**src/sv/bpfm_pkg.sv**
```systemverilog
// ----------------------------------------------------------------------------
// bpfm_pkg
// types, codes and sizes shared by the buffer pool frame manager
// ----------------------------------------------------------------------------
package bpfm_pkg;

    // default pool size
    localparam int FRAMES_DEF = 16;

    // field widths
    localparam int REQ_W    = 3;
    localparam int PAGE_W   = 31;
    localparam int PIN_W    = 8;
    localparam int STATUS_W = 2;
    localparam int FRAME_W  = 4;
    localparam int IN_W     = 40;
    localparam int OUT_W    = 48;

    localparam logic [PIN_W-1:0]  PIN_MAX   = 8'hFF;
    localparam logic [PAGE_W-1:0] NULL_PAGE = 31'h7FFF_FFFF;

    // request codes
    localparam logic [REQ_W-1:0] REQ_FETCH  = 3'd0;
    localparam logic [REQ_W-1:0] REQ_NEW    = 3'd1;
    localparam logic [REQ_W-1:0] REQ_UNPIN  = 3'd2;
    localparam logic [REQ_W-1:0] REQ_FLUSH  = 3'd3;
    localparam logic [REQ_W-1:0] REQ_DELETE = 3'd4;

    // status codes
    localparam logic [STATUS_W-1:0] ST_OK       = 2'd0;
    localparam logic [STATUS_W-1:0] ST_NO_FRAME = 2'd1;
    localparam logic [STATUS_W-1:0] ST_NOT_FOUND = 2'd2;
    localparam logic [STATUS_W-1:0] ST_PINNED   = 2'd3;

    // one entry of the frame table memory
    typedef struct packed {
        logic [PAGE_W-1:0] page;
        logic [PIN_W-1:0]  pins;
        logic              dirty;
    } frame_ent_t;

    // command to the recency list
    typedef struct packed {
        logic start;
        logic push;
    } rec_cmd_t;

    // recency list status
    typedef struct packed {
        logic busy;
        logic nonempty;
    } rec_st_t;

endpackage

```
**src/sv/bpfm_ram.sv**
```systemverilog
// ----------------------------------------------------------------------------
// bpfm_ram
// generic single write, single read memory with registered read data
// ----------------------------------------------------------------------------
module bpfm_ram #(
    parameter int WIDTH = 8,
    parameter int DEPTH = 16
) (
    input  logic                     aclk,
    input  logic                     we,
    input  logic [$clog2(DEPTH)-1:0] waddr,
    input  logic [WIDTH-1:0]         wdata,
    input  logic [$clog2(DEPTH)-1:0] raddr,
    output logic [WIDTH-1:0]         rdata
);

    logic [WIDTH-1:0] mem [DEPTH];
    logic [WIDTH-1:0] rdata_reg;

    // write port
    always_ff @(posedge aclk) begin
        if (we) begin
            mem[waddr] <= wdata;
        end
    end

    // registered read port
    always_ff @(posedge aclk) begin
        rdata_reg <= mem[raddr];
    end

    assign rdata = rdata_reg;

endmodule

```
**src/sv/bpfm_recency.sv**
```systemverilog
// ----------------------------------------------------------------------------
// bpfm_recency
// lru order of unpinned frames as a doubly linked list in two memories
// ----------------------------------------------------------------------------
module bpfm_recency import bpfm_pkg::*; #(
    parameter int FRAMES = FRAMES_DEF
) (
    input  logic                      aclk,
    input  logic                      aresetn,
    input  rec_cmd_t                  cmd,
    input  logic [$clog2(FRAMES)-1:0] frame,
    output rec_st_t                   st,
    output logic [$clog2(FRAMES)-1:0] head
);

    localparam int FW = $clog2(FRAMES);
    localparam int CW = $clog2(FRAMES + 1);

    localparam logic [1:0] R_IDLE   = 2'd0;
    localparam logic [1:0] R_UNLINK = 2'd1;
    localparam logic [1:0] R_APPEND = 2'd2;

    logic [1:0]        rstate_reg, rstate_next;
    logic [FW-1:0]     frm_reg, frm_next;
    logic              push_reg, push_next;
    logic [FW-1:0]     head_reg, head_next;
    logic [FW-1:0]     tail_reg, tail_next;
    logic [CW-1:0]     count_reg, count_next;
    logic [FRAMES-1:0] in_list_reg;
    logic              set_en, clr_en;

    logic          nx_we, pv_we;
    logic [FW-1:0] nx_waddr, pv_waddr, nx_wdata, pv_wdata;
    logic [FW-1:0] nx_rdata, pv_rdata;

    bpfm_ram #(.WIDTH(FW), .DEPTH(FRAMES)) u_next (
        .aclk(aclk), .we(nx_we), .waddr(nx_waddr), .wdata(nx_wdata),
        .raddr(frame), .rdata(nx_rdata)
    );

    bpfm_ram #(.WIDTH(FW), .DEPTH(FRAMES)) u_prev (
        .aclk(aclk), .we(pv_we), .waddr(pv_waddr), .wdata(pv_wdata),
        .raddr(frame), .rdata(pv_rdata)
    );

    // unlink and append sequencer
    always_comb begin
        rstate_next = rstate_reg;
        frm_next    = frm_reg;
        push_next   = push_reg;
        head_next   = head_reg;
        tail_next   = tail_reg;
        count_next  = count_reg;
        set_en      = 1'b0;
        clr_en      = 1'b0;
        nx_we       = 1'b0;
        nx_waddr    = frm_reg;
        nx_wdata    = frm_reg;
        pv_we       = 1'b0;
        pv_waddr    = frm_reg;
        pv_wdata    = tail_reg;
        case (rstate_reg)
            R_IDLE: begin
                if (cmd.start) begin
                    frm_next  = frame;
                    push_next = cmd.push;
                    if (in_list_reg[frame]) begin
                        rstate_next = R_UNLINK;
                    end else if (cmd.push) begin
                        rstate_next = R_APPEND;
                    end
                end
            end
            R_UNLINK: begin
                // neighbors of the frame arrive from memory
                if (frm_reg != head_reg) begin
                    nx_we    = 1'b1;
                    nx_waddr = pv_rdata;
                    nx_wdata = nx_rdata;
                end else begin
                    head_next = nx_rdata;
                end
                if (frm_reg != tail_reg) begin
                    pv_we    = 1'b1;
                    pv_waddr = nx_rdata;
                    pv_wdata = pv_rdata;
                end else begin
                    tail_next = pv_rdata;
                end
                clr_en      = 1'b1;
                count_next  = count_reg - 1'b1;
                rstate_next = push_reg ? R_APPEND : R_IDLE;
            end
            R_APPEND: begin
                if (count_reg == '0) begin
                    head_next = frm_reg;
                end else begin
                    nx_we    = 1'b1;
                    nx_waddr = tail_reg;
                    nx_wdata = frm_reg;
                end
                pv_we       = 1'b1;
                pv_waddr    = frm_reg;
                pv_wdata    = tail_reg;
                tail_next   = frm_reg;
                set_en      = 1'b1;
                count_next  = count_reg + 1'b1;
                rstate_next = R_IDLE;
            end
            default: begin
                rstate_next = R_IDLE;
            end
        endcase
    end

    // control registers
    always_ff @(posedge aclk) begin
        if (!aresetn) begin
            rstate_reg  <= R_IDLE;
            count_reg   <= '0;
            in_list_reg <= '0;
            head_reg    <= '0;
            tail_reg    <= '0;
        end else begin
            rstate_reg <= rstate_next;
            count_reg  <= count_next;
            head_reg   <= head_next;
            tail_reg   <= tail_next;
            if (clr_en) begin
                in_list_reg[frm_reg] <= 1'b0;
            end
            if (set_en) begin
                in_list_reg[frm_reg] <= 1'b1;
            end
        end
    end

    // working registers
    always_ff @(posedge aclk) begin
        frm_reg  <= frm_next;
        push_reg <= push_next;
    end

    assign st.busy     = (rstate_reg != R_IDLE);
    assign st.nonempty = (count_reg != '0);
    assign head        = head_reg;

endmodule

```
**src/sv/buffer_pool_frame_manager.sv**
```systemverilog
// ----------------------------------------------------------------------------
// buffer_pool_frame_manager
// page frame pool with free queue and lru replacement, one result per request
// ----------------------------------------------------------------------------
//  channel | dir | ports                      | item
//  request | in  | s_tvalid s_tready s_tdata  | req_type, page_id, dirty_flag
//  result  | out | m_tvalid m_tready m_tdata  | status, frame, write-back, flags
//
//  a result is loaded after its request is taken: a lookup through the
//  frame table's one read port over every frame, then a decide step, an
//  optional victim read and up to two list updates
//  the next item is taken in the cycle after the result is loaded, even while
//  that result waits for m_tready
//  aresetn is synchronous, active low; no clearing pass is needed after it
// ----------------------------------------------------------------------------
module buffer_pool_frame_manager import bpfm_pkg::*; #(
    parameter int FRAMES = FRAMES_DEF
) (
    input  logic             aclk,
    input  logic             aresetn,
    input  logic             s_tvalid,
    output logic             s_tready,
    input  logic [IN_W-1:0]  s_tdata,   // req_type[2:0] page_id[33:3] dirty_flag[34]
    output logic             m_tvalid,
    input  logic             m_tready,
    output logic [OUT_W-1:0] m_tdata    // status[1:0] frame[5:2] write_back[6]
                                        // write_back_page[37:7] read_in[38]
                                        // clear_frame[39] deallocate[40]
);

    localparam int FW = $clog2(FRAMES);
    localparam int CW = $clog2(FRAMES + 1);
    localparam int SW = CW + 1;
    localparam int EW = $bits(frame_ent_t);

    localparam logic [FW-1:0] LAST_IDX = FW'(FRAMES - 1);
    localparam logic [SW-1:0] FR_SUM   = SW'(FRAMES);
    localparam logic [CW-1:0] FR_CNT   = CW'(FRAMES);

    localparam logic [2:0] S_IDLE   = 3'd0;
    localparam logic [2:0] S_SCAN   = 3'd1;
    localparam logic [2:0] S_DECIDE = 3'd2;
    localparam logic [2:0] S_VDATA  = 3'd3;
    localparam logic [2:0] S_RWAIT  = 3'd4;
    localparam logic [2:0] S_OUT    = 3'd5;

    logic [2:0]          state_reg, state_next;
    logic [REQ_W-1:0]    req_reg, req_next;
    logic [PAGE_W-1:0]   pid_reg, pid_next;
    logic                dflag_reg, dflag_next;
    logic [FW-1:0]       scan_idx_reg, scan_idx_next;
    logic                hit_reg, hit_next;
    logic [FW-1:0]       hf_reg, hf_next;
    logic [PIN_W-1:0]    hpins_reg, hpins_next;
    logic                hdirty_reg, hdirty_next;
    logic [FW-1:0]       vic_reg, vic_next;
    logic [FW-1:0]       fq_head_reg, fq_head_next;
    logic [CW-1:0]       fq_count_reg, fq_count_next;

    logic [STATUS_W-1:0] r_status_reg, r_status_next;
    logic [FW-1:0]       r_frame_reg, r_frame_next;
    logic                r_wb_reg, r_wb_next;
    logic [PAGE_W-1:0]   r_wbpage_reg, r_wbpage_next;
    logic                r_rdin_reg, r_rdin_next;
    logic                r_clear_reg, r_clear_next;
    logic                r_dealloc_reg, r_dealloc_next;
    logic                m_tvalid_reg, m_tvalid_next;
    logic [OUT_W-1:0]    m_tdata_reg, m_tdata_next;

    // per frame and per queue slot flags
    logic [FRAMES-1:0]   valid_reg, written_reg, fqw_reg;
    logic                vset_en, vclr_en, fqw_en;
    logic [FW-1:0]       vclr_idx;

    // frame table memory
    logic                fr_we;
    logic [FW-1:0]       fr_waddr, fr_raddr;
    frame_ent_t          fr_wdata, fr_rdata;
    logic [EW-1:0]       fr_rdata_raw;

    // free queue memory
    logic                fq_we;
    logic [FW-1:0]       fq_waddr, fq_rdata, fq_entry;
    logic [SW-1:0]       fq_sum;
    logic [FW-1:0]       fq_slot, fq_head_inc;

    // recency list
    rec_cmd_t            rec_cmd;
    rec_st_t             rec_st;
    logic [FW-1:0]       rec_frame, rec_head;

    logic [PIN_W-1:0]    pins_dec;

    bpfm_ram #(.WIDTH(EW), .DEPTH(FRAMES)) u_frame_ram (
        .aclk(aclk), .we(fr_we), .waddr(fr_waddr), .wdata(fr_wdata),
        .raddr(fr_raddr), .rdata(fr_rdata_raw)
    );
    assign fr_rdata = frame_ent_t'(fr_rdata_raw);

    bpfm_ram #(.WIDTH(FW), .DEPTH(FRAMES)) u_free_ram (
        .aclk(aclk), .we(fq_we), .waddr(fq_waddr), .wdata(hf_reg),
        .raddr(fq_head_reg), .rdata(fq_rdata)
    );

    bpfm_recency #(.FRAMES(FRAMES)) u_recency (
        .aclk(aclk), .aresetn(aresetn), .cmd(rec_cmd), .frame(rec_frame),
        .st(rec_st), .head(rec_head)
    );

    // free queue front and tail slot; unwritten slots hold their own index
    assign fq_entry    = fqw_reg[fq_head_reg] ? fq_rdata : fq_head_reg;
    assign fq_sum      = SW'(fq_head_reg) + SW'(fq_count_reg);
    assign fq_slot     = (fq_sum >= FR_SUM) ? FW'(fq_sum - FR_SUM) : FW'(fq_sum);
    assign fq_head_inc = (fq_head_reg == LAST_IDX) ? '0 : fq_head_reg + 1'b1;
    assign fq_waddr    = fq_slot;
    assign pins_dec    = hpins_reg - 1'b1;

    assign s_tready = (state_reg == S_IDLE);

    // request sequencer
    always_comb begin
        state_next     = state_reg;
        req_next       = req_reg;
        pid_next       = pid_reg;
        dflag_next     = dflag_reg;
        scan_idx_next  = scan_idx_reg;
        hit_next       = hit_reg;
        hf_next        = hf_reg;
        hpins_next     = hpins_reg;
        hdirty_next    = hdirty_reg;
        vic_next       = vic_reg;
        fq_head_next   = fq_head_reg;
        fq_count_next  = fq_count_reg;
        r_status_next  = r_status_reg;
        r_frame_next   = r_frame_reg;
        r_wb_next      = r_wb_reg;
        r_wbpage_next  = r_wbpage_reg;
        r_rdin_next    = r_rdin_reg;
        r_clear_next   = r_clear_reg;
        r_dealloc_next = r_dealloc_reg;
        m_tvalid_next  = m_tvalid_reg && !m_tready;
        m_tdata_next   = m_tdata_reg;
        fr_we          = 1'b0;
        fr_waddr       = hf_reg;
        fr_wdata       = '{page: pid_reg, pins: hpins_reg, dirty: hdirty_reg};
        fr_raddr       = scan_idx_reg + 1'b1;
        fq_we          = 1'b0;
        vset_en        = 1'b0;
        vclr_en        = 1'b0;
        vclr_idx       = hf_reg;
        fqw_en         = 1'b0;
        rec_cmd        = '0;
        rec_frame      = hf_reg;
        case (state_reg)
            S_IDLE: begin
                fr_raddr = '0;
                if (s_tvalid) begin
                    req_next      = s_tdata[2:0];
                    pid_next      = s_tdata[33:3];
                    dflag_next    = s_tdata[34];
                    scan_idx_next = '0;
                    hit_next      = 1'b0;
                    state_next    = S_SCAN;
                end
            end
            S_SCAN: begin
                // first valid frame holding the page
                if (valid_reg[scan_idx_reg] && fr_rdata.page == pid_reg && !hit_reg) begin
                    hit_next    = 1'b1;
                    hf_next     = scan_idx_reg;
                    hpins_next  = fr_rdata.pins;
                    hdirty_next = fr_rdata.dirty;
                end
                if (scan_idx_reg == LAST_IDX) begin
                    state_next = S_DECIDE;
                end else begin
                    scan_idx_next = scan_idx_reg + 1'b1;
                end
            end
            S_DECIDE: begin
                r_status_next  = ST_OK;
                r_frame_next   = '0;
                r_wb_next      = 1'b0;
                r_wbpage_next  = '0;
                r_rdin_next    = 1'b0;
                r_clear_next   = 1'b0;
                r_dealloc_next = 1'b0;
                state_next     = S_RWAIT;
                case (req_reg)
                    REQ_FETCH, REQ_NEW: begin
                        if (req_reg == REQ_FETCH && hit_reg) begin
                            fr_we          = 1'b1;
                            fr_wdata.pins  = (hpins_reg == PIN_MAX) ? hpins_reg
                                                                     : hpins_reg + 1'b1;
                            r_frame_next   = hf_reg;
                            rec_cmd.start  = 1'b1;
                        end else if (fq_count_reg != '0) begin
                            vic_next      = fq_entry;
                            fr_raddr      = fq_entry;
                            fq_head_next  = fq_head_inc;
                            fq_count_next = fq_count_reg - 1'b1;
                            state_next    = S_VDATA;
                        end else if (rec_st.nonempty) begin
                            vic_next      = rec_head;
                            fr_raddr      = rec_head;
                            rec_frame     = rec_head;
                            rec_cmd.start = 1'b1;
                            state_next    = S_VDATA;
                        end else begin
                            r_status_next = ST_NO_FRAME;
                            state_next    = S_OUT;
                        end
                    end
                    REQ_UNPIN: begin
                        if (!hit_reg) begin
                            r_status_next = ST_NOT_FOUND;
                        end else begin
                            fr_we          = 1'b1;
                            fr_wdata.dirty = dflag_reg;
                            r_frame_next   = hf_reg;
                            if (hpins_reg == '0) begin
                                r_status_next = ST_NOT_FOUND;
                            end else begin
                                fr_wdata.pins = pins_dec;
                                if (pins_dec == '0) begin
                                    rec_cmd.start = 1'b1;
                                    rec_cmd.push  = 1'b1;
                                end
                            end
                        end
                    end
                    REQ_FLUSH: begin
                        if (!hit_reg) begin
                            r_status_next = ST_NOT_FOUND;
                        end else begin
                            r_frame_next = hf_reg;
                            if (hdirty_reg) begin
                                r_wb_next      = 1'b1;
                                r_wbpage_next  = pid_reg;
                                fr_we          = 1'b1;
                                fr_wdata.dirty = 1'b0;
                            end
                        end
                    end
                    REQ_DELETE: begin
                        r_dealloc_next = 1'b1;
                        if (hit_reg) begin
                            r_frame_next = hf_reg;
                            if (hpins_reg != '0) begin
                                // pinned page stays, nothing freed on disk
                                r_status_next  = ST_PINNED;
                                r_dealloc_next = 1'b0;
                            end else begin
                                rec_cmd.start  = 1'b1;
                                vclr_en        = 1'b1;
                                fr_we          = 1'b1;
                                fr_wdata.page  = NULL_PAGE;
                                fr_wdata.dirty = 1'b0;
                                r_clear_next   = 1'b1;
                                if (fq_count_reg != FR_CNT) begin
                                    fq_we         = 1'b1;
                                    fqw_en        = 1'b1;
                                    fq_count_next = fq_count_reg + 1'b1;
                                end
                            end
                        end
                    end
                    default: begin
                        r_status_next = ST_NOT_FOUND;
                    end
                endcase
            end
            S_VDATA: begin
                // victim contents arrive; install the page there
                if (written_reg[vic_reg] && fr_rdata.dirty) begin
                    r_wb_next     = 1'b1;
                    r_wbpage_next = fr_rdata.page;
                end
                fr_we    = 1'b1;
                fr_waddr = vic_reg;
                fr_wdata = '{page: pid_reg, pins: PIN_W'(1), dirty: 1'b0};
                vset_en  = 1'b1;
                if (req_reg == REQ_NEW && hit_reg && hf_reg != vic_reg) begin
                    vclr_en = 1'b1;
                end
                r_frame_next = vic_reg;
                r_rdin_next  = (req_reg == REQ_FETCH);
                r_clear_next = (req_reg == REQ_NEW);
                state_next   = S_RWAIT;
            end
            S_RWAIT: begin
                if (!rec_st.busy) begin
                    state_next = S_OUT;
                end
            end
            S_OUT: begin
                if (!m_tvalid_reg || m_tready) begin
                    m_tvalid_next = 1'b1;
                    m_tdata_next  = {7'd0, r_dealloc_reg, r_clear_reg, r_rdin_reg,
                                     r_wbpage_reg, r_wb_reg, FRAME_W'(r_frame_reg),
                                     r_status_reg};
                    state_next    = S_IDLE;
                end
            end
            default: begin
                state_next = S_IDLE;
            end
        endcase
    end

    // control registers
    always_ff @(posedge aclk) begin
        if (!aresetn) begin
            state_reg    <= S_IDLE;
            m_tvalid_reg <= 1'b0;
            fq_head_reg  <= '0;
            fq_count_reg <= FR_CNT;
            valid_reg    <= '0;
            written_reg  <= '0;
            fqw_reg      <= '0;
        end else begin
            state_reg    <= state_next;
            m_tvalid_reg <= m_tvalid_next;
            fq_head_reg  <= fq_head_next;
            fq_count_reg <= fq_count_next;
            if (vclr_en) begin
                valid_reg[vclr_idx] <= 1'b0;
            end
            if (vset_en) begin
                valid_reg[vic_reg]   <= 1'b1;
                written_reg[vic_reg] <= 1'b1;
            end
            if (fqw_en) begin
                fqw_reg[fq_slot] <= 1'b1;
            end
        end
    end

    // payload registers
    always_ff @(posedge aclk) begin
        req_reg       <= req_next;
        pid_reg       <= pid_next;
        dflag_reg     <= dflag_next;
        scan_idx_reg  <= scan_idx_next;
        hit_reg       <= hit_next;
        hf_reg        <= hf_next;
        hpins_reg     <= hpins_next;
        hdirty_reg    <= hdirty_next;
        vic_reg       <= vic_next;
        r_status_reg  <= r_status_next;
        r_frame_reg   <= r_frame_next;
        r_wb_reg      <= r_wb_next;
        r_wbpage_reg  <= r_wbpage_next;
        r_rdin_reg    <= r_rdin_next;
        r_clear_reg   <= r_clear_next;
        r_dealloc_reg <= r_dealloc_next;
        m_tdata_reg   <= m_tdata_next;
    end

    assign m_tvalid = m_tvalid_reg;
    assign m_tdata  = m_tdata_reg;

endmodule

```
**config.mk**
```make
export PLATFORM = sky130hd
export DESIGN_NAME = buffer_pool_frame_manager
export DESIGN_NICKNAME = d
export VERILOG_FILES = /design/src/sv/bpfm_pkg.sv /design/src/sv/bpfm_ram.sv /design/src/sv/bpfm_recency.sv /design/src/sv/buffer_pool_frame_manager.sv
export SDC_FILE = /design/constraint.sdc
export NUM_CORES = 2
export LEC_CHECK = 0
export BUFFER_PORTS_ARGS = -buffer_cell sky130_fd_sc_hd__buf_2
export CORE_UTILIZATION = 40
export CTS_BUF_LIST = sky130_fd_sc_hd__clkbuf_4 sky130_fd_sc_hd__clkbuf_8
export DETAILED_ROUTE_END_ITERATION = 10
export SETUP_SLACK_MARGIN = 0.3
export SYNTH_ARGS = -nofsm -noshare
export SYNTH_HDL_FRONTEND = slang
export SYNTH_SLANG_ARGS = --single-unit
```
**constraint.sdc**
```tcl
create_clock -name aclk -period 10.5 [get_ports aclk]
set_clock_uncertainty 0.05 [all_clocks]
set_input_delay 2.1 -clock aclk [delete_from_list [all_inputs] [get_ports aclk]]
set_output_delay 2.1 -clock aclk [all_outputs]
set_load 0.05 [all_outputs]
```
======== Word level (Yosys, flattened, before mapping) ========
Memory sizes are Yosys's and may differ from the RTL's. A register that Yosys moved wholly into a read port is not among the register bits.
Index checks and enable logic that the tools add are counted.
word-level totals
  register bits ........................... 236
  RAM bits ................................ 832
  input port bits ......................... 44
  output and inout bits ................... 50
  word-level logic and storage cells ...... 307
  memories kept ........................... 4
cells by class
  $add $sub $neg .......................... 10
  $lt $le $gt $ge ......................... 12
  equality and inequality tests ........... 36
  muxes and demuxes ....................... 159
  bitwise logic cells ..................... 9
  reductions and logical operators ........ 46
memory list
  memory                depth  bits a word  read ports  clocked after Yosys merged registers in  wr ports  line            text
  u_frame_ram.mem       16     40           1           1                                        1         bpfm_ram.sv:17  logic [WIDTH-1:0] mem [DEPTH];
  u_free_ram.mem        16     4            1           1                                        1         bpfm_ram.sv:17
  u_recency.u_next.mem  16     4            1           1                                        1         bpfm_ram.sv:17
  u_recency.u_prev.mem  16     4            1           1                                        1         bpfm_ram.sv:17
operators with widths
  operator              count
  $mux W31              7
  $mux W4               30
  $mux W16              6
  $pmux W40 S2          1
  $or A16 B16 Y16       4
  $pmux W31 S2          1
  $pmux W4 S2           7
  $mux W1               52
  $lt A4 B5 Y1 const B  7
  $and A16 B16 Y16      2
  $not A16 Y16          2
  $eq A31 B31 Y1        1
  $ne A2 B2 Y1 const B  15
  $mux W2               13
  $mux W5               5
  $mux W3               8
  $mux W8               3
  $pmux W5 S2           2
  $pmux W3 S6           1
  $bmux W1 S4           4
  $demux W1 S4          4
  $ge A4 B1 Y1 const B  4
  $logic_not A8 Y1      2
  $pmux W1 S2           8
  other kinds (41)      83

======== Logic depth before layout (Yosys ltp) ========
  depth in word-level cells ............... 11
  gate-level depth with buffers ........... 15
  depth with buffers taken out ............ 10

======== Hierarchy ========
Synthesis repeated with hierarchy kept, for this count alone.
second synthesis, totals
  cells, all modules ...................... 2588
  area, all modules ....................... 45293.4 um2
by module, submodules not included
  module                     times used  cells an instance  area an instance (um2)  seq. area each (um2)
  bpfm_ram (u_frame_ram)     1           1040               25131.6                 20019.2
  buffer_pool_frame_manager  1           878                9973.3                  5395.2
  bpfm_ram (u_free_ram ...)  3           130                2666.3                  2001.9
  bpfm_recency               1           280                2189.6                  770.7

======== Least setup slack after synthesis ========
OpenSTA, ideal clock, no wires.
  path kind ............................... register to register
  start ................................... register hpins_reg[0]
  end ..................................... memory u_frame_ram.mem[10][0] in the netlist's numbering, enable pin
  library setup time ...................... 0.438 ns
  arrival time ............................ 4.223 ns
  required time ........................... 10.012 ns
  path slack .............................. 5.789 ns
  cell stages (with the launch flop) ...... 10
  buffers on the path ..................... 1
  clock period less this slack ............ 4.711 ns
  cells stage by stage .................... edfxtp_1 -> inv_1 -> ha_1 -> nand2_1 -> or4b_1 -> or4_1 -> clkbuf_1 -> a41oi_1 -> a21bo_2 -> nor2_1
between the ends
  longest elaborated chain between the ends .. 7
ends and longest elaborated chain
  element                        line                              text
  start, declared                buffer_pool_frame_manager.sv:54   logic [PIN_W-1:0] hpins_reg, hpins_next;
  start signal, assigned         buffer_pool_frame_manager.sv:347  hpins_reg <= hpins_next;
  $reduce_bool A8 Y1             buffer_pool_frame_manager.sv:249  if (hpins_reg != '0) begin
  $mux W1                        buffer_pool_frame_manager.sv:249
  $mux W1                        buffer_pool_frame_manager.sv:247  if (hit_reg) begin
  $pmux W1 S4                    buffer_pool_frame_manager.sv:189  case (req_reg)
  $pmux W1 S2                    buffer_pool_frame_manager.sv:154  case (state_reg)
  $mux W1                        bpfm_ram.sv:22                    if (we) begin
  $mux W1 (not written as such)  bpfm_ram.sv:23                    mem[waddr] <= wdata;
  end, declared                  bpfm_ram.sv:17
Every way passes these cells.

======== Final worst setup path ========
  start ................................... register state_reg[1]
  end ..................................... register u_recency.u_prev.rdata_reg[1], in the netlist u_recency.u_prev.rdata[1], read port of u_recency.u_prev.mem
between the ends
  longest elaborated chain between the ends .. 2
ends and longest elaborated chain
  element                 line                              text
  start, declared         buffer_pool_frame_manager.sv:47   logic [2:0] state_reg, state_next;
  start signal, assigned  buffer_pool_frame_manager.sv:322  state_reg <= state_next;
  $eq A3 B2 Y1            buffer_pool_frame_manager.sv:154
  $mux W4                 buffer_pool_frame_manager.sv:154
  end, declared           bpfm_ram.sv:18                    logic [WIDTH-1:0] rdata_reg;
Every way passes these cells.
A chain may end at the register's enable or synchronous reset.

==> key figures <==
Cells and area
  • Most common cell after layout, fill and taps aside: edfxtp_1
  • Area growth syn-to-layout: 12.31%
  • Top reg by flops: u_frame_ram.mem
  • Max reg flops: 640
  • Share of cells above drive strength 1: 19.14%
  • Final instance count without filler cells: 4856
  • Multi-input logic area: 13150 um2
  • Fill cells: 9979
  • FF+latch area: 32190 um2
  • Most frequent cells in the layout: 976 x edfxtp_1, 201 x clkbuf_8, 198 x nand2_1
  • Nets: 3254

Outcome
  • Failing checks: DRC
  • Status: finished with violations

Global route
  • GR Overflow Total: 0
  • Global-route usage over all layers: 20.50%
  • Initial antenna violation count: 1
  • First-pass GRT wire length: 178900 um
  • Largest net degree at the start of global routing: between 100 and 150
  • Vias in the first global route: 27680

Clock tree
  • Count of hold-fix buffers inserted at cts: 0
  • CTS tree: yes
  • CTS H-tree lvls: 4
  • Clk pin slew, worst setup/hold paths: around 0.06 ns
  • Postcts setup bufs: 0
  • Later-pin clock latency in the skew report: a little under 0.9 ns
  • CTS Buf Count: 177
  • Clock root cell: clkbuf_8
  • Clk buf depth: 3
  • Post-CTS sizing: 0
  • Clk sink count: 1120

Timing
  • Worst rel slew slack: 19.93%
  • Unrepaired setup endpoints after global routing: false
  • Actual slew at the worst max-slew pin: 1.201 ns
  • Max Fclk: 206.8 MHz
  • Final hold viol count: 0
  • Crit share post-route: a little under half
  • Max-slew violation count: 0
  • Fin Setup TNS: 0 ns
  • Setup-failing EPs final: 0
  • Minimum clock period: 4.835 ns
  • Hold WS: approximately 0.36 ns

Route
  • Routed length per instance: about 25 um
  • 1st-iter DRT viols: 2791
  • Residual DRC: 4
  • First-pass DRT Iterations: 10
  • Vias per cell: roughly 5.8
  • Via count: 28070
  • Wire length on met3: 8563 um
  • Metal2 WL: 54770 um
  • Final WL: ~120000 um
  • WL met1: 54590 um
  • Top Layer Used: met4
  • Final ANT Viol Nets: 0

Logic synthesis
  • Top_reg_cell synth: edfxtp_1
  • Post-synthesis cell count: 3095
  • Sequential cell area fraction in the yosys report: 69.51%
  • Asr flop ratio synth: 0%
  • Post-synthesis cell type count: 86
  • Mapped Area: 46310 um2
  • Post-Syn Area per Cell: 14.96 um2
  • Register bit total from synthesis: 1120
  • Post-synth EDFFs: 976
  • Ys Warns: 0

Hold path
  • Worst hold stages: 0
  • Worst hold path type: flop to flop

Die
  • Core area: 114500 um2
  • Starting density of the core: 40.45%
  • Height of the die: 342.3 um
  • Die area: between 100000 and 150000 um2
  • Std cell rows: 124
  • IO Pins: 94
  • Die width: 342.3 um

Placed design
  • Number of port buffers: 81
  • Placed cells: 4523
  • Final HPWL DP: 60970 um
  • GP Congestion: between 0.8 and 0.9

Power
  • Peak supply drop: 0.1076 mV
  • Leak Pwr: 0.01771 uW
  • Power Dens Cells: 178.2 nW/um2

Setup path
  • Worst Path Arrival: 5.54 ns
  • Setup crit end kind: flop
  • R2R cell count: 10
  • CP max FO: between 50 and 60
  • CP Class: flop to flop
  • CP Data Required Time: 11.21 ns
  • Startpoint Class: flop

Job
  • Max-cap violations: 0
-- Yosys cell counts, types with 21 or more instances --
| master | instances | share of area [%] |
|---|---|---|
| a221oi_1 | 40 | 0.76 |
| nand2_1 | 201 | 1.6 |
| buf_2 | 38 | 0.41 |
| o211ai_1 | 44 | 0.71 |
| edfxtp_1 | 976 | 63 |
| a311oi_1 | 58 | 1.1 |
| nor2b_1 | 39 | 0.53 |
| nand4_1 | 55 | 0.74 |
| o22a_1 | 42 | 0.79 |
| nor2_1 | 99 | 0.80 |
| buf_4 | 21 | 0.34 |
| xnor2_1 | 38 | 0.72 |
| a22o_1 | 39 | 0.74 |
| clkbuf_1 | 149 | 1.2 |
| nand3_1 | 84 | 0.91 |
| xor2_1 | 25 | 0.47 |
| a21boi_0 | 83 | 1.3 |
| or2_2 | 38 | 0.51 |
| mux2i_1 | 181 | 3.9 |
| and3_1 | 104 | 1.4 |
| a311o_1 | 40 | 0.86 |
| a21oi_1 | 56 | 0.61 |
| o21ai_0 | 64 | 0.69 |
| a211o_1 | 40 | 0.76 |
| mux2_2 | 52 | 1.3 |
| dfxtp_1 | 144 | 6.2 |
| a221o_1 | 42 | 0.91 |
| inv_1 | 27 | 0.22 |
| mux4_2 | 39 | 1.9 |
-- power by group --
part | internal, uW | switching (uW) | leakage [uW] | total, uW
Sequential | 4860 | 49.8 | 0.00980 | 4910
Clock | 2150 | 1760 | 0.00204 | 3910
Combinational | 153 | 292 | 0.00588 | 445
-- logic make-up after synthesis --
family	Yosys count	share of synthesized area [%]
XOR/XNOR	63	1.191
buffers and inverters	261	2.610
other	1	0.008097
adder cells (fa/ha/maj)	20	0.5890
AND/OR/NAND/NOR	713	7.946
multiplexers	272	7.073
flip-flops	1120	69.51
AO/OA/AOI/OAI	645	11.07
-- per-stage QoR --
step	utilization, %	instance area [um2]	power (uW)	setup WS [ns]
CTS	45.42	52010	9348	5.637
floorplan	-	46330	5292	5.789
finish	45.43	52010	9268	5.665
global placement	42.11	48210	5441	5.761
global route	45.43	52010	9560	5.338
detailed placement	42.11	48210	5444	5.666
-- layer usage --
layer | up-vias | track usage [%]
met4 | 0 | 7.180
met2 | 1083 | 31.16
li1 | 12400 | -
met3 | 238 | 3.678
met5 | - | 0
met1 | 14360 | 29.47
-- area by class of cell --
type                            instances  area share [%]
Inverter                               31          0.2333
Antenna cell                            1        0.004811
Timing Repair Buffer                  140           1.655
Clock inverter                         46          0.7529
Tap cell                             1512           3.637
Multi-Input combinational cell       1720           25.28
Clock buffer                          286           6.546
Sequential cell                      1120           61.89
-- worst paths after layout --
check,end,start,slack (ns)
worst max register to register,u_recency.u_prev.rdata[1],state_reg[1],5.67
worst max-delay path,u_recency.u_prev.rdata[1],state_reg[1],5.67
worst min-delay path,hpins_reg[7],u_frame_ram.rdata[8],0.36
worst min register to register,hpins_reg[7],u_frame_ram.rdata[8],0.36
-- critical path, stage by stage (launching register included) --
cell      delay, ns
dfxtp_1        0.60
or3b_1         0.66
nor3_4         0.44
nand3_1        0.65
and2_2         0.43
buf_4          0.36
inv_2          0.63
a211oi_1       0.21
a311oi_1       0.39
a311oi_1       0.09
a21oi_1        0.20
No activity file was read; power rests on OpenSTA's default activity.
